<file path="src/rtl/core/evm_pkg.sv">
// Shared types and constants for the environment map lookup block.
package evm_pkg;

  // Fixed-point widths
  localparam int DIR_W        = 16;
  localparam int ANG_W        = 20;
  localparam int Z_W          = 22;
  localparam int CD_W         = 27;
  localparam int CORDIC_STEPS = 16;
  localparam int SQ_W         = 31;
  localparam int SQ_STEPS     = 16;
  localparam int ROOT_W       = 15;
  localparam int WXY_W        = 33;

  localparam logic signed [Z_W-1:0]   HALF_TURN   = 22'sd524288;
  localparam logic signed [DIR_W-1:0] ONE_Q14     = 16'sd16384;
  localparam logic signed [DIR_W-1:0] NEG_ONE_Q14 = -16'sd16384;
  localparam logic [28:0]             ONE_SQ      = 29'd268435456;

  // atan(2^-i) in units of 2^-20 turn
  localparam logic [17:0] CORDIC_ANGLE [CORDIC_STEPS] = '{
    18'd131072, 18'd77376, 18'd40883, 18'd20753, 18'd10417, 18'd5213, 18'd2607, 18'd1304,
    18'd652, 18'd326, 18'd163, 18'd81, 18'd41, 18'd20, 18'd10, 18'd5
  };

  typedef enum logic {
    REQ_WRITE  = 1'b0,
    REQ_LOOKUP = 1'b1
  } req_e;

  typedef enum logic {
    REG_WIDTH  = 1'b0,
    REG_HEIGHT = 1'b1
  } reg_e;

  typedef struct packed {
    logic                    req_type;
    logic [8:0]              texel_col;
    logic [7:0]              texel_row;
    logic [15:0]             red_in;
    logic [15:0]             green_in;
    logic [15:0]             blue_in;
    logic signed [DIR_W-1:0] dir_x;
    logic signed [DIR_W-1:0] dir_y;
    logic signed [DIR_W-1:0] dir_z;
  } in_t;

  typedef struct packed {
    logic [15:0] red_out;
    logic [15:0] green_out;
    logic [15:0] blue_out;
  } out_t;

  // Control handed from the address pipeline to the memory stage
  typedef struct packed {
    logic valid;
    logic lookup;
    logic wr_en;
    logic empty;
  } ctl_t;

endpackage

</file>
<file path="src/rtl/core/evm_isqrt.sv">
// Pipelined floor square root, one result bit per stage.
module evm_isqrt (
  input  logic                      clk_i,
  input  logic [28:0]               n_i,
  output logic [evm_pkg::ROOT_W-1:0] root_o
);

  localparam int SW = evm_pkg::SQ_W;
  localparam int NS = evm_pkg::SQ_STEPS;

  logic [SW-1:0] n_q [NS];
  logic [SW-1:0] r_q [NS];

  for (genvar k = 0; k < NS; k++) begin : g_step
    localparam logic [SW-1:0] BIT = SW'(1) << (SW - 1 - 2 * k);
    logic [SW-1:0] n_in;
    logic [SW-1:0] r_in;
    logic [SW-1:0] trial;

    if (k == 0) begin : g_first
      assign n_in = SW'(n_i);
      assign r_in = '0;
    end else begin : g_next
      assign n_in = n_q[k-1];
      assign r_in = r_q[k-1];
    end

    assign trial = r_in + BIT;

    // subtract the trial value when it fits
    always_ff @(posedge clk_i) begin
      if (n_in >= trial) begin
        n_q[k] <= n_in - trial;
        r_q[k] <= (r_in >> 1) + BIT;
      end else begin
        n_q[k] <= n_in;
        r_q[k] <= r_in >> 1;
      end
    end
  end

  assign root_o = r_q[NS-1][evm_pkg::ROOT_W-1:0];

endmodule

</file>
<file path="config.mk">
export PLATFORM = sky130hd
export DESIGN_NAME = evm_isqrt
export DESIGN_NICKNAME = d
export VERILOG_FILES = /design/src/rtl/core/evm_pkg.sv /design/src/rtl/core/evm_isqrt.sv
export SDC_FILE = /design/constraint.sdc
export NUM_CORES = 1
export LEC_CHECK = 0
export BUFFER_PORTS_ARGS = -buffer_cell sky130_fd_sc_hd__buf_2
export CAP_MARGIN = 20
export CORE_MARGIN = 2
export CORE_UTILIZATION = 45
export DETAILED_ROUTE_END_ITERATION = 16
export SLEW_MARGIN = 25
export SYNTH_ARGS = -nofsm -noshare
export SYNTH_HDL_FRONTEND = slang
export SYNTH_SLANG_ARGS = --single-unit
</file>
<file path="constraint.sdc">
create_clock -name clk_i -period 3 [get_ports clk_i]
set_input_delay 0.3 -clock clk_i [delete_from_list [all_inputs] [get_ports clk_i]]
set_output_delay 0.3 -clock clk_i [all_outputs]
set_load 0.01 [all_outputs]
</file>
* Yosys cells after proc, flatten, opt, wreduce, memory -nomap -nowiden *
Memory sizes are Yosys's and may differ from the RTL's.
Cells that the tools add are included.

cells by class
  $add $sub $neg = 46
  $lt $le $gt $ge = 16
  multiplexer cells = 80
  bitwise operators = 32

operator list
  operator                                        count
  2-to-1 mux 31 bit                               32
  >= comparator 31 bit                            15
  subtractor 31 bit                               15
  2-to-1 mux 1 bit                                48
  OR 1 bit                                        32
  adder 30 x 1 -> 31 bit, second input constant   1
  adder 30 x 11 -> 31 bit, second input constant  1
  adder 30 x 13 -> 31 bit, second input constant  1
  adder 30 x 15 -> 31 bit, second input constant  1
  adder 30 x 17 -> 31 bit, second input constant  1
  adder 30 x 19 -> 31 bit, second input constant  1
  adder 30 x 21 -> 31 bit, second input constant  1
  adder 30 x 23 -> 31 bit, second input constant  1
  adder 30 x 25 -> 31 bit, second input constant  1
  adder 30 x 27 -> 31 bit, second input constant  1
  adder 30 x 29 -> 31 bit, second input constant  1
  adder 30 x 3 -> 31 bit, second input constant   1
  adder 30 x 5 -> 31 bit, second input constant   1
  adder 30 x 7 -> 31 bit, second input constant   1
  adder 30 x 9 -> 31 bit, second input constant   1
  adder 31 x 1 -> 31 bit, second input constant   1
  adder 31 x 11 -> 31 bit, second input constant  1
  adder 31 x 13 -> 31 bit, second input constant  1
  adder 31 x 15 -> 31 bit, second input constant  1
  other kinds (13)                                13

word-level totals
  flip-flop bits (word level) = 0
  RAM bits = 992
  bits of input ports = 30
  output and inout bits = 15
  memories kept = 2

memories
  memory  words  bits a word  read ports  clocked after Yosys merged registers in  write ports  line             RTL
  n_q     16     31           15          0                                        16           evm_isqrt.sv:11  logic [SW-1:0] n_q [NS];
  r_q     16     31           16          0                                        16           evm_isqrt.sv:12  logic [SW-1:0] r_q [NS];

* Logic depth before layout (Yosys ltp) *
An unclocked memory read counts as a cell.

  word-level depth = 6
  depth in mapped cells = 13
  gate-level depth less buffers = 10

* Least setup slack after synthesis *
No wires, ideal clock.

  path kind = register -> register
  from = memory r_q[13][10] (netlist name)
  to = memory n_q[1][211] (netlist name)
  setup time = 0.072 ns
  data arrival time = 2.413 ns
  setup slack = 0.515 ns
  stages on the path, launching flop included = 11
  clock period less this slack = 2.485 ns
  path through = dfxtp_1 inv_1 ha_1 clkbuf_1 and4_1 nor2b_1 a211oi_1 a31oi_1 or4b_1 nor3b_1 xor2_1

RTL lines
  element      line
  from (decl)  evm_isqrt.sv:12
  to (decl)    evm_isqrt.sv:11

==> key figures <==
Logic synthesis
  – Register area share after synthesis: 55.2%
  – Synth Flop Type: dfxtp_1
  – Synth cell types: 79
  – Cell area after synthesis: approximately 21000 um2
  – #FFs+latches synth: 582
  – Largest family of logic cells by synthesized area: simple AND/OR/NAND/NOR gates
  – Syn. warnings: 0
  – Synthesized netlist cell count: 2018
  – Syn avg cell area: 10.5 um2
  – Post-synth ARST share: 0%
  – Multiplexer area fraction after synthesis: ~1.4%
  – Post-synthesis compound-gate area fraction: a little over a tenth
  – XOR/XNOR Fraction of Synth Area: 7.26%
  – Simple-Gate Fraction of Synth Area: 13.9%
  – Adder-cell area share of the yosys netlist: 7.76%
  – Post-synth EDFFs: 0

Placed design
  – DP Area: 22100 um2
  – Placer congestion estimate: 0.847
  – Port Buffer Count: 44
  – Place WS: -229 ps
  – DP Wirelength: between 30000 and 40000 um

Setup path
  – Critical Path AT: 3290 ps
  – Crit end category: flip-flop
  – Top fanout value on the critical path: 18
  – WS Path Type: reg2reg
  – CP Launch Type: flip-flop
  – CP cell instances: inv_1 > ha_1 > nor4b_2 > nand4_1 > or4_4 > o31ai_4 > a21oi_2 > buf_4 > nor4bb_1 > xor2_1
  – Slowest stage delay, CP: 500 ps
  – Worst Path Required: 3460 ps
  – WP buf/inv: 2
  – Cell family with most CP delay: simple AND/OR/NAND/NOR gates
  – Critical Path Slowest Stage Cell: or4_4

Floorplan
  – Starting Density: between 40% and 50%
  – Vert. Die Dim: 221 um
  – IO Pins: 45
  – Core footprint: 46500 um2
  – Rows: 79
  – Die Wd: ~220 um
  – Die Area: 48700 um2

STA
  – Tightest Pin Transition: between 700 and 800 ps
  – Final hold violations: 0
  – Post-Route Skew: 54.2 ps
  – FMAX: 353 MHz
  – Relative slew slack: 47.9%
  – Worst Slack Setup Final: 168 ps
  – Hold WS: 294 ps
  – # setup viols final: 0
  – Tcrit/Tclk final: a little over nine tenths
  – Final min period: 2830 ps
  – Fin. max-slew vios: 0
  – RSZ-0062 raised after global routing: no

Final layout
  – Most frequent cells in the layout: dfxtp_1 (582), inv_1 (161), ha_1 (131)
  – Layout area overhead: 16.0%
  – Share of layout cells above drive strength 1: 10.2%
  – Post-route cell area: 24500 um2
  – Final nets: between 2000 and 2500
  – Area occupied by multi-input gates: between 8000 and 9000 um2
  – ANT cells: 0
  – Commonest non-fill, non-tap cell in the layout: dfxtp_1
  – Register area: 11700 um2
  – Fillers: a little over 4000

Route
  – Routed Antenna Nets: 0
  – Routed WL: approximately 44000 um
  – Initial detailed-routing violation count: 694
  – Vias per cell: 5.03
  – Routed WL per cell: 15.9 um
  – Router iterations before antenna repair: 5
  – Vias: 14024
  – DRC Markers: 0

Pwr
  – Power Dens Cells: 962 nW/um2
  – Max IR drop VDD: 0.555 mV
  – Post-route total power: roughly 24000 uW
  – Leakage power: 0.0110 uW

Clock tree
  – CTS Buf Count: 58
  – Root buffer cell: clkbuf_16
  – TritonCTS clock tree: done
  – CTS Buffer Depth: 3
  – CTS sink count: ~580
  – CTS H-tree lvls: 2
  – Worst-skew pair later-pin latency: 640 ps
  – Clk pin slew, worst setup/hold paths: 60 ps
  – Setup bufs post-CTS: 0

Global route
  – Largest net degree at the start of global routing: 32
  – First-pass GRT wire length: roughly 70000 um
  – GR Util All Layers: 18.7%
  – Vias in the first global route: 14144
  – Grt total ovfl: 0
  – Initial antenna violation count: 0

Status
  – Outcome: completed

Hold path
  – Hold crit path type: in2reg

Run
  – Max_cap viols: 0
-- synthesized netlist by cell type, types with 29 or more instances --
cell type    n  area (um2)
a21oi_1     98         490
dfxtp_1    582       11700
ha_1       131        1640
inv_1      161         604
nand2_1    115         432
nor2_1     106         398
nor3_1      67         335
nor4_1      53         332
o21a_1      29         218
o21ai_0    105         526
xnor2_1     87         762
xor2_1      88         771
-- cell families after synthesis --
kind of cell / after synthesis
flops: 582
mux: 27
simple gates: 545
fa+ha+maj: 131
other cells: 1
buf+inv: 199
compound gates: 358
xor+xnor: 175
-- cell type report --
cell class | instances | share of cell area (%)
well taps | 607 | 3.10
repair buffers | 95 | 2.76
flip-flops and latches | 582 | 47.6
inverters | 163 | 2.51
multi-input cells | 1238 | 35.7
clock inverters | 27 | 1.71
clock buffers | 78 | 6.64
-- final timing paths --
kind | slack (ps) | cells after the start | end | startpoint
setup / recovery | 170 | 10 | n_q[1][123] | r_q[10][11]
hold / removal | 290 | 2 | n_q[0][8] | n_i[8]
setup reg to reg | 170 | 10 | n_q[1][123] | r_q[10][11]
hold reg to reg | 320 | 0 | n_q[0][31] | n_q[0][0]
-- flip-flops by register name, summed over array words and instances (netlist names) --
register  flops
n_q         462
r_q         120
-- report_power, final --
| part | leakage (uW) | internal (uW) | switching, uW | total [uW] |
|---|---|---|---|---|
| combinational | 0.00508 | 2480 | 2830 | 5310 |
| sequential | 0.00488 | 9410 | 1320 | 10700 |
| clock | 0.000996 | 4510 | 3010 | 7530 |
-- what timing repair did --
item,4_1_cts,5_1_grt
hold buffers,29,0
hold endpoints to repair,29,0
resized for setup,1,7
endpoints found under the setup margin,5,19
-- per-stage QoR --
step,instances,util [%],TNS (ps)
4_1_cts,2790,52.6,0
5_1_grt,2790,52.7,0
6_report,2790,52.7,0
2_1_floorplan,2019,-,0
3_3_place_gp,2656,47.6,-186
3_5_place_dp,2656,47.6,-734
-- layer usage --
| layer | wire length [um] | global-route usage (%) | part of all wire [%] | vias up |
|---|---|---|---|---|
| met1 | 18600 | 21.0 | 42 | 6491 |
| met4 | 1500 | 7.40 | 3.4 | 0 |
| met3 | 1550 | 3.49 | 3.5 | 83 |
| li1 | - | - | - | 7226 |
| met5 | 0 | 0 | 0 | - |
| met2 | 22800 | 34.8 | 51 | 224 |
Power figures use the tool's default switching activity.
