## config.mk

```make
export PLATFORM = sky130hd
export DESIGN_NAME = evm_cordic
export DESIGN_NICKNAME = d
export VERILOG_FILES = /design/src/rtl/core/evm_pkg.sv /design/src/rtl/core/evm_cordic.sv
export SDC_FILE = /design/constraint.sdc
export NUM_CORES = 2
export LEC_CHECK = 0
export BUFFER_PORTS_ARGS = -buffer_cell sky130_fd_sc_hd__buf_2
export CORE_UTILIZATION = 35
export CTS_CLUSTER_DIAMETER = 60
export DETAILED_ROUTE_END_ITERATION = 8
export PLACE_DENSITY = 0.45
export SYNTH_ARGS = -nofsm -noshare
export SYNTH_HDL_FRONTEND = slang
export SYNTH_SLANG_ARGS = --single-unit
```

## constraint.sdc

```tcl
create_clock -name clk_i -period 5.9 [get_ports clk_i]
set_input_delay 0.295 -clock clk_i [delete_from_list [all_inputs] [get_ports clk_i]]
set_output_delay 0.295 -clock clk_i [all_outputs]
set_load 0.05 [all_outputs]
```

## src/rtl/core/evm_pkg.sv

```systemverilog
// Shared types and constants for the environment map lookup block.
package evm_pkg;

  // Fixed-point widths
  localparam int DIR_W        = 16;
  localparam int ANG_W        = 20;
  localparam int Z_W          = 22;
  localparam int CD_W         = 27;
  localparam int CORDIC_STEPS = 16;
  localparam int SQ_W         = 31;
  localparam int SQ_STEPS     = 16;
  localparam int ROOT_W       = 15;
  localparam int WXY_W        = 33;

  localparam logic signed [Z_W-1:0]   HALF_TURN   = 22'sd524288;
  localparam logic signed [DIR_W-1:0] ONE_Q14     = 16'sd16384;
  localparam logic signed [DIR_W-1:0] NEG_ONE_Q14 = -16'sd16384;
  localparam logic [28:0]             ONE_SQ      = 29'd268435456;

  // atan(2^-i) in units of 2^-20 turn
  localparam logic [17:0] CORDIC_ANGLE [CORDIC_STEPS] = '{
    18'd131072, 18'd77376, 18'd40883, 18'd20753, 18'd10417, 18'd5213, 18'd2607, 18'd1304,
    18'd652, 18'd326, 18'd163, 18'd81, 18'd41, 18'd20, 18'd10, 18'd5
  };

  typedef enum logic {
    REQ_WRITE  = 1'b0,
    REQ_LOOKUP = 1'b1
  } req_e;

  typedef enum logic {
    REG_WIDTH  = 1'b0,
    REG_HEIGHT = 1'b1
  } reg_e;

  typedef struct packed {
    logic                    req_type;
    logic [8:0]              texel_col;
    logic [7:0]              texel_row;
    logic [15:0]             red_in;
    logic [15:0]             green_in;
    logic [15:0]             blue_in;
    logic signed [DIR_W-1:0] dir_x;
    logic signed [DIR_W-1:0] dir_y;
    logic signed [DIR_W-1:0] dir_z;
  } in_t;

  typedef struct packed {
    logic [15:0] red_out;
    logic [15:0] green_out;
    logic [15:0] blue_out;
  } out_t;

  // Control handed from the address pipeline to the memory stage
  typedef struct packed {
    logic valid;
    logic lookup;
    logic wr_en;
    logic empty;
  } ctl_t;

endpackage

```

## src/rtl/core/evm_cordic.sv

```systemverilog
// Pipelined vectoring CORDIC: angle of (a, b) in units of 2^-20 turn.
module evm_cordic (
  input  logic                          clk_i,
  input  logic signed [16:0]            a_i,
  input  logic signed [16:0]            b_i,
  output logic signed [evm_pkg::Z_W-1:0] z_o
);

  localparam int CW = evm_pkg::CD_W;
  localparam int ZW = evm_pkg::Z_W;
  localparam int NS = evm_pkg::CORDIC_STEPS;

  logic signed [16:0]   a_sel, b_sel;
  logic signed [CW-1:0] a_w, b_w;
  logic signed [CW-1:0] a0_q, b0_q;
  logic signed [ZW-1:0] z0_q;
  logic signed [CW-1:0] a_q [NS];
  logic signed [CW-1:0] b_q [NS];
  logic signed [ZW-1:0] z_q [NS];

  // left half plane is turned by half a turn first
  assign a_sel = a_i[16] ? -a_i : a_i;
  assign b_sel = a_i[16] ? -b_i : b_i;
  assign a_w   = CW'(a_sel);
  assign b_w   = CW'(b_sel);

  always_ff @(posedge clk_i) begin
    a0_q <= a_w <<< 8;
    b0_q <= b_w <<< 8;
    z0_q <= a_i[16] ? evm_pkg::HALF_TURN : '0;
  end

  for (genvar i = 0; i < NS; i++) begin : g_step
    localparam logic signed [ZW-1:0] ANG = ZW'(evm_pkg::CORDIC_ANGLE[i]);
    logic signed [CW-1:0] a_in, b_in;
    logic signed [ZW-1:0] z_in;

    if (i == 0) begin : g_first
      assign a_in = a0_q;
      assign b_in = b0_q;
      assign z_in = z0_q;
    end else begin : g_next
      assign a_in = a_q[i-1];
      assign b_in = b_q[i-1];
      assign z_in = z_q[i-1];
    end

    // rotation stops once b reaches zero
    always_ff @(posedge clk_i) begin
      if (b_in == '0) begin
        a_q[i] <= a_in;
        b_q[i] <= b_in;
        z_q[i] <= z_in;
      end else if (b_in > 0) begin
        a_q[i] <= a_in + (b_in >>> i);
        b_q[i] <= b_in - (a_in >>> i);
        z_q[i] <= z_in + ANG;
      end else begin
        a_q[i] <= a_in - (b_in >>> i);
        b_q[i] <= b_in + (a_in >>> i);
        z_q[i] <= z_in - ANG;
      end
    end
  end

  assign z_o = z_q[NS-1];

endmodule

```

# After elaboration in Yosys (flattened, before gate mapping)
# Memory sizes are Yosys's and may differ from the RTL's.
# Index checks and enable logic that the tools add are counted.
[totals]
input_bits = 35
ramBits = 1216
reg_bits = 54
mem_count = 3
[classes]
bitwise = 96
n_reduce_logical = 16
magnitude_cmp = 16
n_addsub = 97
mux = 227
[mem_list]
columns = ["memory", "depth", "word_bits", "read_ports", "rd_clocked_by_memory_dff", "wr", "line", "text"]
rows = [
  ["a_q", 16, 27, 15, 0, 16, "evm_cordic.sv:17", "logic signed [CW-1:0] a_q [NS];"],
  ["b_q", 16, 27, 15, 0, 16, "evm_cordic.sv:18", "logic signed [CW-1:0] b_q [NS];"],
  ["z_q", 16, 22, 16, 0, 16, "evm_cordic.sv:19", "logic signed [ZW-1:0] z_q [NS];"],
]
[ops]
columns = ["op", "count"]
rows = [
  ["two-way mux 27 bit", 64],
  ["two-way mux 22 bit", 32],
  ["zero test 27 bit", 16],
  ["greater-than comparator 27 x 1 -> 1 bit, second input constant", 15],
  ["two-way mux 1 bit", 128],
  ["OR 1 bit", 96],
  ["adder 27 x 12 -> 27 bit", 2],
  ["adder 27 x 13 -> 27 bit", 2],
  ["adder 27 x 14 -> 27 bit", 2],
  ["adder 27 x 15 -> 27 bit", 2],
  ["adder 27 x 16 -> 27 bit", 2],
  ["adder 27 x 17 -> 27 bit", 2],
  ["adder 27 x 18 -> 27 bit", 2],
  ["adder 27 x 19 -> 27 bit", 2],
  ["adder 27 x 20 -> 27 bit", 2],
  ["adder 27 x 21 -> 27 bit", 2],
  ["adder 27 x 22 -> 27 bit", 2],
  ["adder 27 x 23 -> 27 bit", 2],
  ["adder 27 x 24 -> 27 bit", 2],
  ["adder 27 x 25 -> 27 bit", 2],
  ["adder 27 x 26 -> 27 bit", 2],
  ["subtractor 27 x 12 -> 27 bit", 2],
  ["subtractor 27 x 13 -> 27 bit", 2],
  ["subtractor 27 x 14 -> 27 bit", 2],
  ["other kinds (50)", 65],
]

# Logic depth before layout (Yosys ltp)
# An unclocked memory read counts as a cell.
[depth]
depth_word = 7
mapped_depth = 19

# Worst setup path before layout
# No wires, ideal clock.
[synth_timing]
path_kind = "register to register"
startpoint = "mem b_q[1][107] (netlist name)"
endpoint = "mem a_q[1][133] (netlist name) (data pin)"
period_less_slack_ps = 4746
arrival_time_ps = 4486
setup_slack_ps = 1154
required_time_ps = 5639
stages_incl_launch_ff = 18
path_buffers = 5
cell_sequence = "edfxtp_1 -> clkbuf_1 -> inv_1 -> clkbuf_1 -> clkbuf_1 -> buf_1 -> ha_1 -> clkbuf_1 -> a211oi_1 -> nand2_1 -> nor3_2 -> o31ai_1 -> a211oi_2 -> nor2_1 -> or4b_1 -> a31oi_1 -> xnor2_1 -> a221o_1"
[synth_rtl]
columns = ["item", "line"]
rows = [
  ["start, declared", "evm_cordic.sv:18"],
  ["end, declared", "evm_cordic.sv:17"],
]

==> flow_metrics.env <==
export IMPL_postSynth_topFlopCell="sky130_fd_sc_hd__edfxtp_1"
export IMPL_reg2reg_capture_point="a_q[1][26]$_DFFE_PP_"
export IMPL_synthTopCellsByArea="sky130_fd_sc_hd__edfxtp_1 28%, sky130_fd_sc_hd__ha_1 15%, sky130_fd_sc_hd__xnor2_1 8.0%"
export IMPL_worst_path_class_setup="reg -> reg"
export IMPL_timing_clock_skew_ns=0.0423
export IMPL_drt_met1_wl_microns=181000
export IMPL_finalSetupViolCount=0
export IMPL_num_rows=208
export IMPL_setup_reg_to_reg_worst_slack_ns=0.94
export IMPL_cts_htree_levels=4
export IMPL_design_final_nets=15800
export IMPL_synthDominantAreaCellType="sky130_fd_sc_hd__edfxtp_1"
export IMPL_vertical_die_dimension_microns=571
export IMPL_worst_hold_startpoint="b_i[0]"
export IMPL_timing_final_max_slew_violations=0
export IMPL_cts_root_to_sink_buffers=4
export IMPL_netlist_area_sq_mm=0.113
export IMPL_grt_overflow_total=0
export IMPL_place_detailed_hpwl_microns=315000
export IMPL_yosysSeqAreaShare=0.282
export IMPL_dieArea_sq_mm=0.326
export IMPL_result_of_the_run="completed"
export IMPL_timing_fmax_mhz=202
export IMPL_ys_async_sr_fraction=0
export IMPL_met2RoutedLength_microns=181000
export IMPL_antenna_left=0
export IMPL_crit_path_start_kind="flip-flop"
export IMPL_route_vias_total=101000
export IMPL_arrival_ns=5.57
export IMPL_gr_usage_all_layers=0.233
export IMPL_finalCritPeriodShare=0.841
export IMPL_final_period_minus_worst_setup_slack_ns=4.96
export IMPL_timing_hold_worst_endpoint="b0_q[8]$_DFF_P_"
export IMPL_synth_ff_latch_count=1075
export IMPL_topRoutingLayerUsed="met5"
export IMPL_seqCellArea_sq_mm=0.0319
export IMPL_cts_tree="built"
export IMPL_area_growth_syn_to_layout_pct=12.9
export IMPL_synth_enable_flop_cells=1040
export IMPL_grt_first_pass_wirelength_microns=590000
export IMPL_fin_setup_tns_ns=0
export IMPL_drc=0
export IMPL_r2r_cells=17
export IMPL_netlist_cell_type_count=96
export IMPL_timing_slew_headroom=0.0948
export IMPL_hold_viol=0
export IMPL_ys_warnings_count=0
export IMPL_cts_resized=0
export IMPL_worstSetupEndpointType="flip-flop"
export IMPL_synthDominantCellAreaShare=0.275
export IMPL_cts_buffers=174
export IMPL_final_fill_count=32900
export IMPL_maxcap_violations=0
export IMPL_place_congestion=0.895
export IMPL_grt_antenna_before_repair=19
export IMPL_top_level_ports=57
export IMPL_drive_above_1_share=0.0399
export IMPL_tightestPinTransition_ns=1.34
export IMPL_core_area_sq_mm=0.322
export IMPL_drtPass1Iterations=7
export IMPL_cts_clk_slew_worst_paths_ns=0.06
export IMPL_wl_cell_microns=20.9
export IMPL_vias_in_the_first_global_route=96500
export IMPL_post_synth_inst_count=13500
export IMPL_worst_skew_pair_later_pin_latency_ns=0.89
export IMPL_rsz_0062_raised_after_global_routing="no"
export IMPL_cts_sinks=1075
export IMPL_post_cts_setup_buffer_count=0
export IMPL_hold_path_cell_count=2
export IMPL_place_port_buffers=56
export IMPL_starting_density_of_the_core=0.352
export IMPL_vias_per_cell=5.37
export IMPL_floorplan_die_width_microns=571
export IMPL_grt_max_degree=72
export IMPL_route_final_wire_length_microns=392000
export IMPL_cp_max_fo=8
export IMPL_syn_avg_cell_area_sq_um=8.40
export IMPL_timing_hold_worst_class="in -> reg"
export IMPL_drt_first_iter_violations=7270
export IMPL_multi_input_comb_area_sq_mm=0.0787
export IMPL_cts_root_buf="sky130_fd_sc_hd__clkbuf_16"
export IMPL_worstReg2RegStart="b_q[0][197]$_DFFE_PP_"
export IMPL_worstPathRequired_ns=6.51
export IMPL_met3_wirelength_microns=18300
==> state kept, by name, indices dropped and copies added, names as in the netlist <==
signal and count:
b_q 382, a_q 341, z_q 317, a0_q 17, b0_q 17, g_step.z_in 1
==> cells by family after synthesis <==
group                      after synthesis  share of synthesized area
AOI/OAI and AO/OA                     4195                      0.238
DFF                                   1075                      0.282
and+or+nand+nor                       3608                      0.152
other                                    1                  0.0000331
adders and majority gates             1428                      0.161
xor gates and xnor gates              1350                      0.104
buffers and inverters                 1788                     0.0595
muxes                                   49                    0.00448
==> how the worst max path moves through the flow <==
stage	start	slack [ns]	endpoint	depth (start not counted)
floorplan	b_q[1][107]$_DFFE_PP_	1.15	a_q[1][133]$_DFFE_PP_	17
global placement	b_q[0][197]$_DFFE_PP_	0.85	a_q[1][26]$_DFFE_PP_	18
detailed placement	b_q[0][197]$_DFFE_PP_	1.10	a_q[1][26]$_DFFE_PP_	17
CTS	b_q[0][197]$_DFFE_PP_	1.03	a_q[1][26]$_DFFE_PP_	17
global route	b_q[0][197]$_DFFE_PP_	0.63	a_q[1][26]$_DFFE_PP_	17
finish	b_q[0][197]$_DFFE_PP_	0.94	a_q[1][26]$_DFFE_PP_	17
==> synthesized netlist by cell type, types with 177 or more instances <==
cell type / number
sky130_fd_sc_hd__o21bai_1: 288
sky130_fd_sc_hd__o22ai_1: 246
sky130_fd_sc_hd__nor3_1: 325
sky130_fd_sc_hd__nor2_1: 1223
sky130_fd_sc_hd__clkbuf_1: 557
sky130_fd_sc_hd__nand2b_1: 205
sky130_fd_sc_hd__a21o_1: 240
sky130_fd_sc_hd__xnor2_1: 1037
sky130_fd_sc_hd__ha_1: 1380
sky130_fd_sc_hd__o21ai_0: 812
sky130_fd_sc_hd__nand2_1: 770
sky130_fd_sc_hd__o31ai_1: 177
sky130_fd_sc_hd__inv_1: 1145
sky130_fd_sc_hd__edfxtp_1: 1040
sky130_fd_sc_hd__xor2_1: 313
sky130_fd_sc_hd__nand3_1: 212
sky130_fd_sc_hd__a21oi_1: 1224
==> cell usage in the layout (no fill, tap or decap), drive strengths merged, types with 41 or more instances in the layout <==
| cell | synthesis | routed |
|---|---|---|
| a211oi | 105 | 105 |
| a21o | 240 | 240 |
| a21oi | 1224 | 1224 |
| a221o | 41 | 41 |
| a22oi | 122 | 122 |
| a31oi | 135 | 135 |
| and2 | 42 | 42 |
| and3 | 82 | 82 |
| buf | 67 | 156 |
| clkbuf | 559 | 198 |
| clkinv | 16 | 68 |
| conb | 1 | 1040 |
| dlygate4sd3 | 0 | 62 |
| edfxtp | 1040 | 1040 |
| fa | 48 | 48 |
| ha | 1380 | 1380 |
| inv | 1146 | 1179 |
| nand2 | 770 | 770 |
| nand2b | 205 | 205 |
| nand3 | 212 | 212 |
| nand4 | 82 | 82 |
| nor2 | 1224 | 1224 |
| nor2b | 159 | 159 |
| nor3 | 326 | 326 |
| nor3b | 41 | 41 |
| nor4 | 170 | 170 |
| o211ai | 80 | 80 |
| o21a | 93 | 93 |
| o21ai | 825 | 825 |
| o21bai | 288 | 288 |
| o221ai | 102 | 102 |
| o22ai | 246 | 246 |
| o31ai | 177 | 177 |
| o41ai | 59 | 59 |
| or2 | 42 | 42 |
| or3 | 132 | 132 |
| xnor2 | 1037 | 1037 |
| xor2 | 313 | 313 |
==> what timing repair did <==
item                                   CTS  global route
hold buffers                            62             0
setup endpoints to repair                0             0
endpoints found under the hold margin   35             0
==> final cells by class <==
class / count / share of cell area
flip-flops and latches: 1075 / 0.250
clock buffers: 198 / 0.0358
repair buffers: 218 / 0.0129
multi-input cells: 11700 / 0.615
well taps: 4305 / 0.0421
clock inverters: 114 / 0.0103
diodes: 3 / 0.0000587
inverters: 1162 / 0.0341
==> worst max-delay path, stage by stage (launching register included) <==
cell and delay [ns]:
sky130_fd_sc_hd__edfxtp_1 0.50, sky130_fd_sc_hd__nor4_1 0.64, sky130_fd_sc_hd__nand2_1 0.37, sky130_fd_sc_hd__nor3_1 0.28, sky130_fd_sc_hd__nor2_1 0.10, sky130_fd_sc_hd__xnor2_1 0.13
sky130_fd_sc_hd__ha_1 0.37, sky130_fd_sc_hd__nand2_1 0.12, sky130_fd_sc_hd__or4_1 0.48, sky130_fd_sc_hd__a31oi_1 0.34, sky130_fd_sc_hd__o41ai_1 0.14, sky130_fd_sc_hd__buf_4 0.17
sky130_fd_sc_hd__a31o_2 0.21, sky130_fd_sc_hd__a21oi_1 0.18, sky130_fd_sc_hd__o21ai_0 0.16, sky130_fd_sc_hd__and3_1 0.20, sky130_fd_sc_hd__nor3_1 0.20, sky130_fd_sc_hd__xnor2_1 0.09
==> metrics by stage <==
step                      cell area, sq um  std cells  hold slack (ns)   util  setup slack, ns
after detailed placement            121000      18400            0.408  0.377             1.10
final                               128000      18700            0.147  0.398            0.940
after CTS                           128000      18700           0.0331  0.398             1.03
after floorplan                     117000      14500            0.323      -             1.15
after global placement              121000      18400            0.406  0.377            0.846
after global routing                128000      18700           0.0963  0.398            0.627
==> per-layer routing <==
| layer | vias up | GRT usage |
|---|---|---|
| met2 | 2459 | 0.389 |
| met5 | - | 0 |
| met3 | 519 | 0.0266 |
| li1 | 49400 | - |
| met4 | 2 | 0.0704 |
| met1 | 48300 | 0.313 |
Power is not shown: default switching activity piles up to over one toggle a cycle in this logic, so the estimate is an artifact.
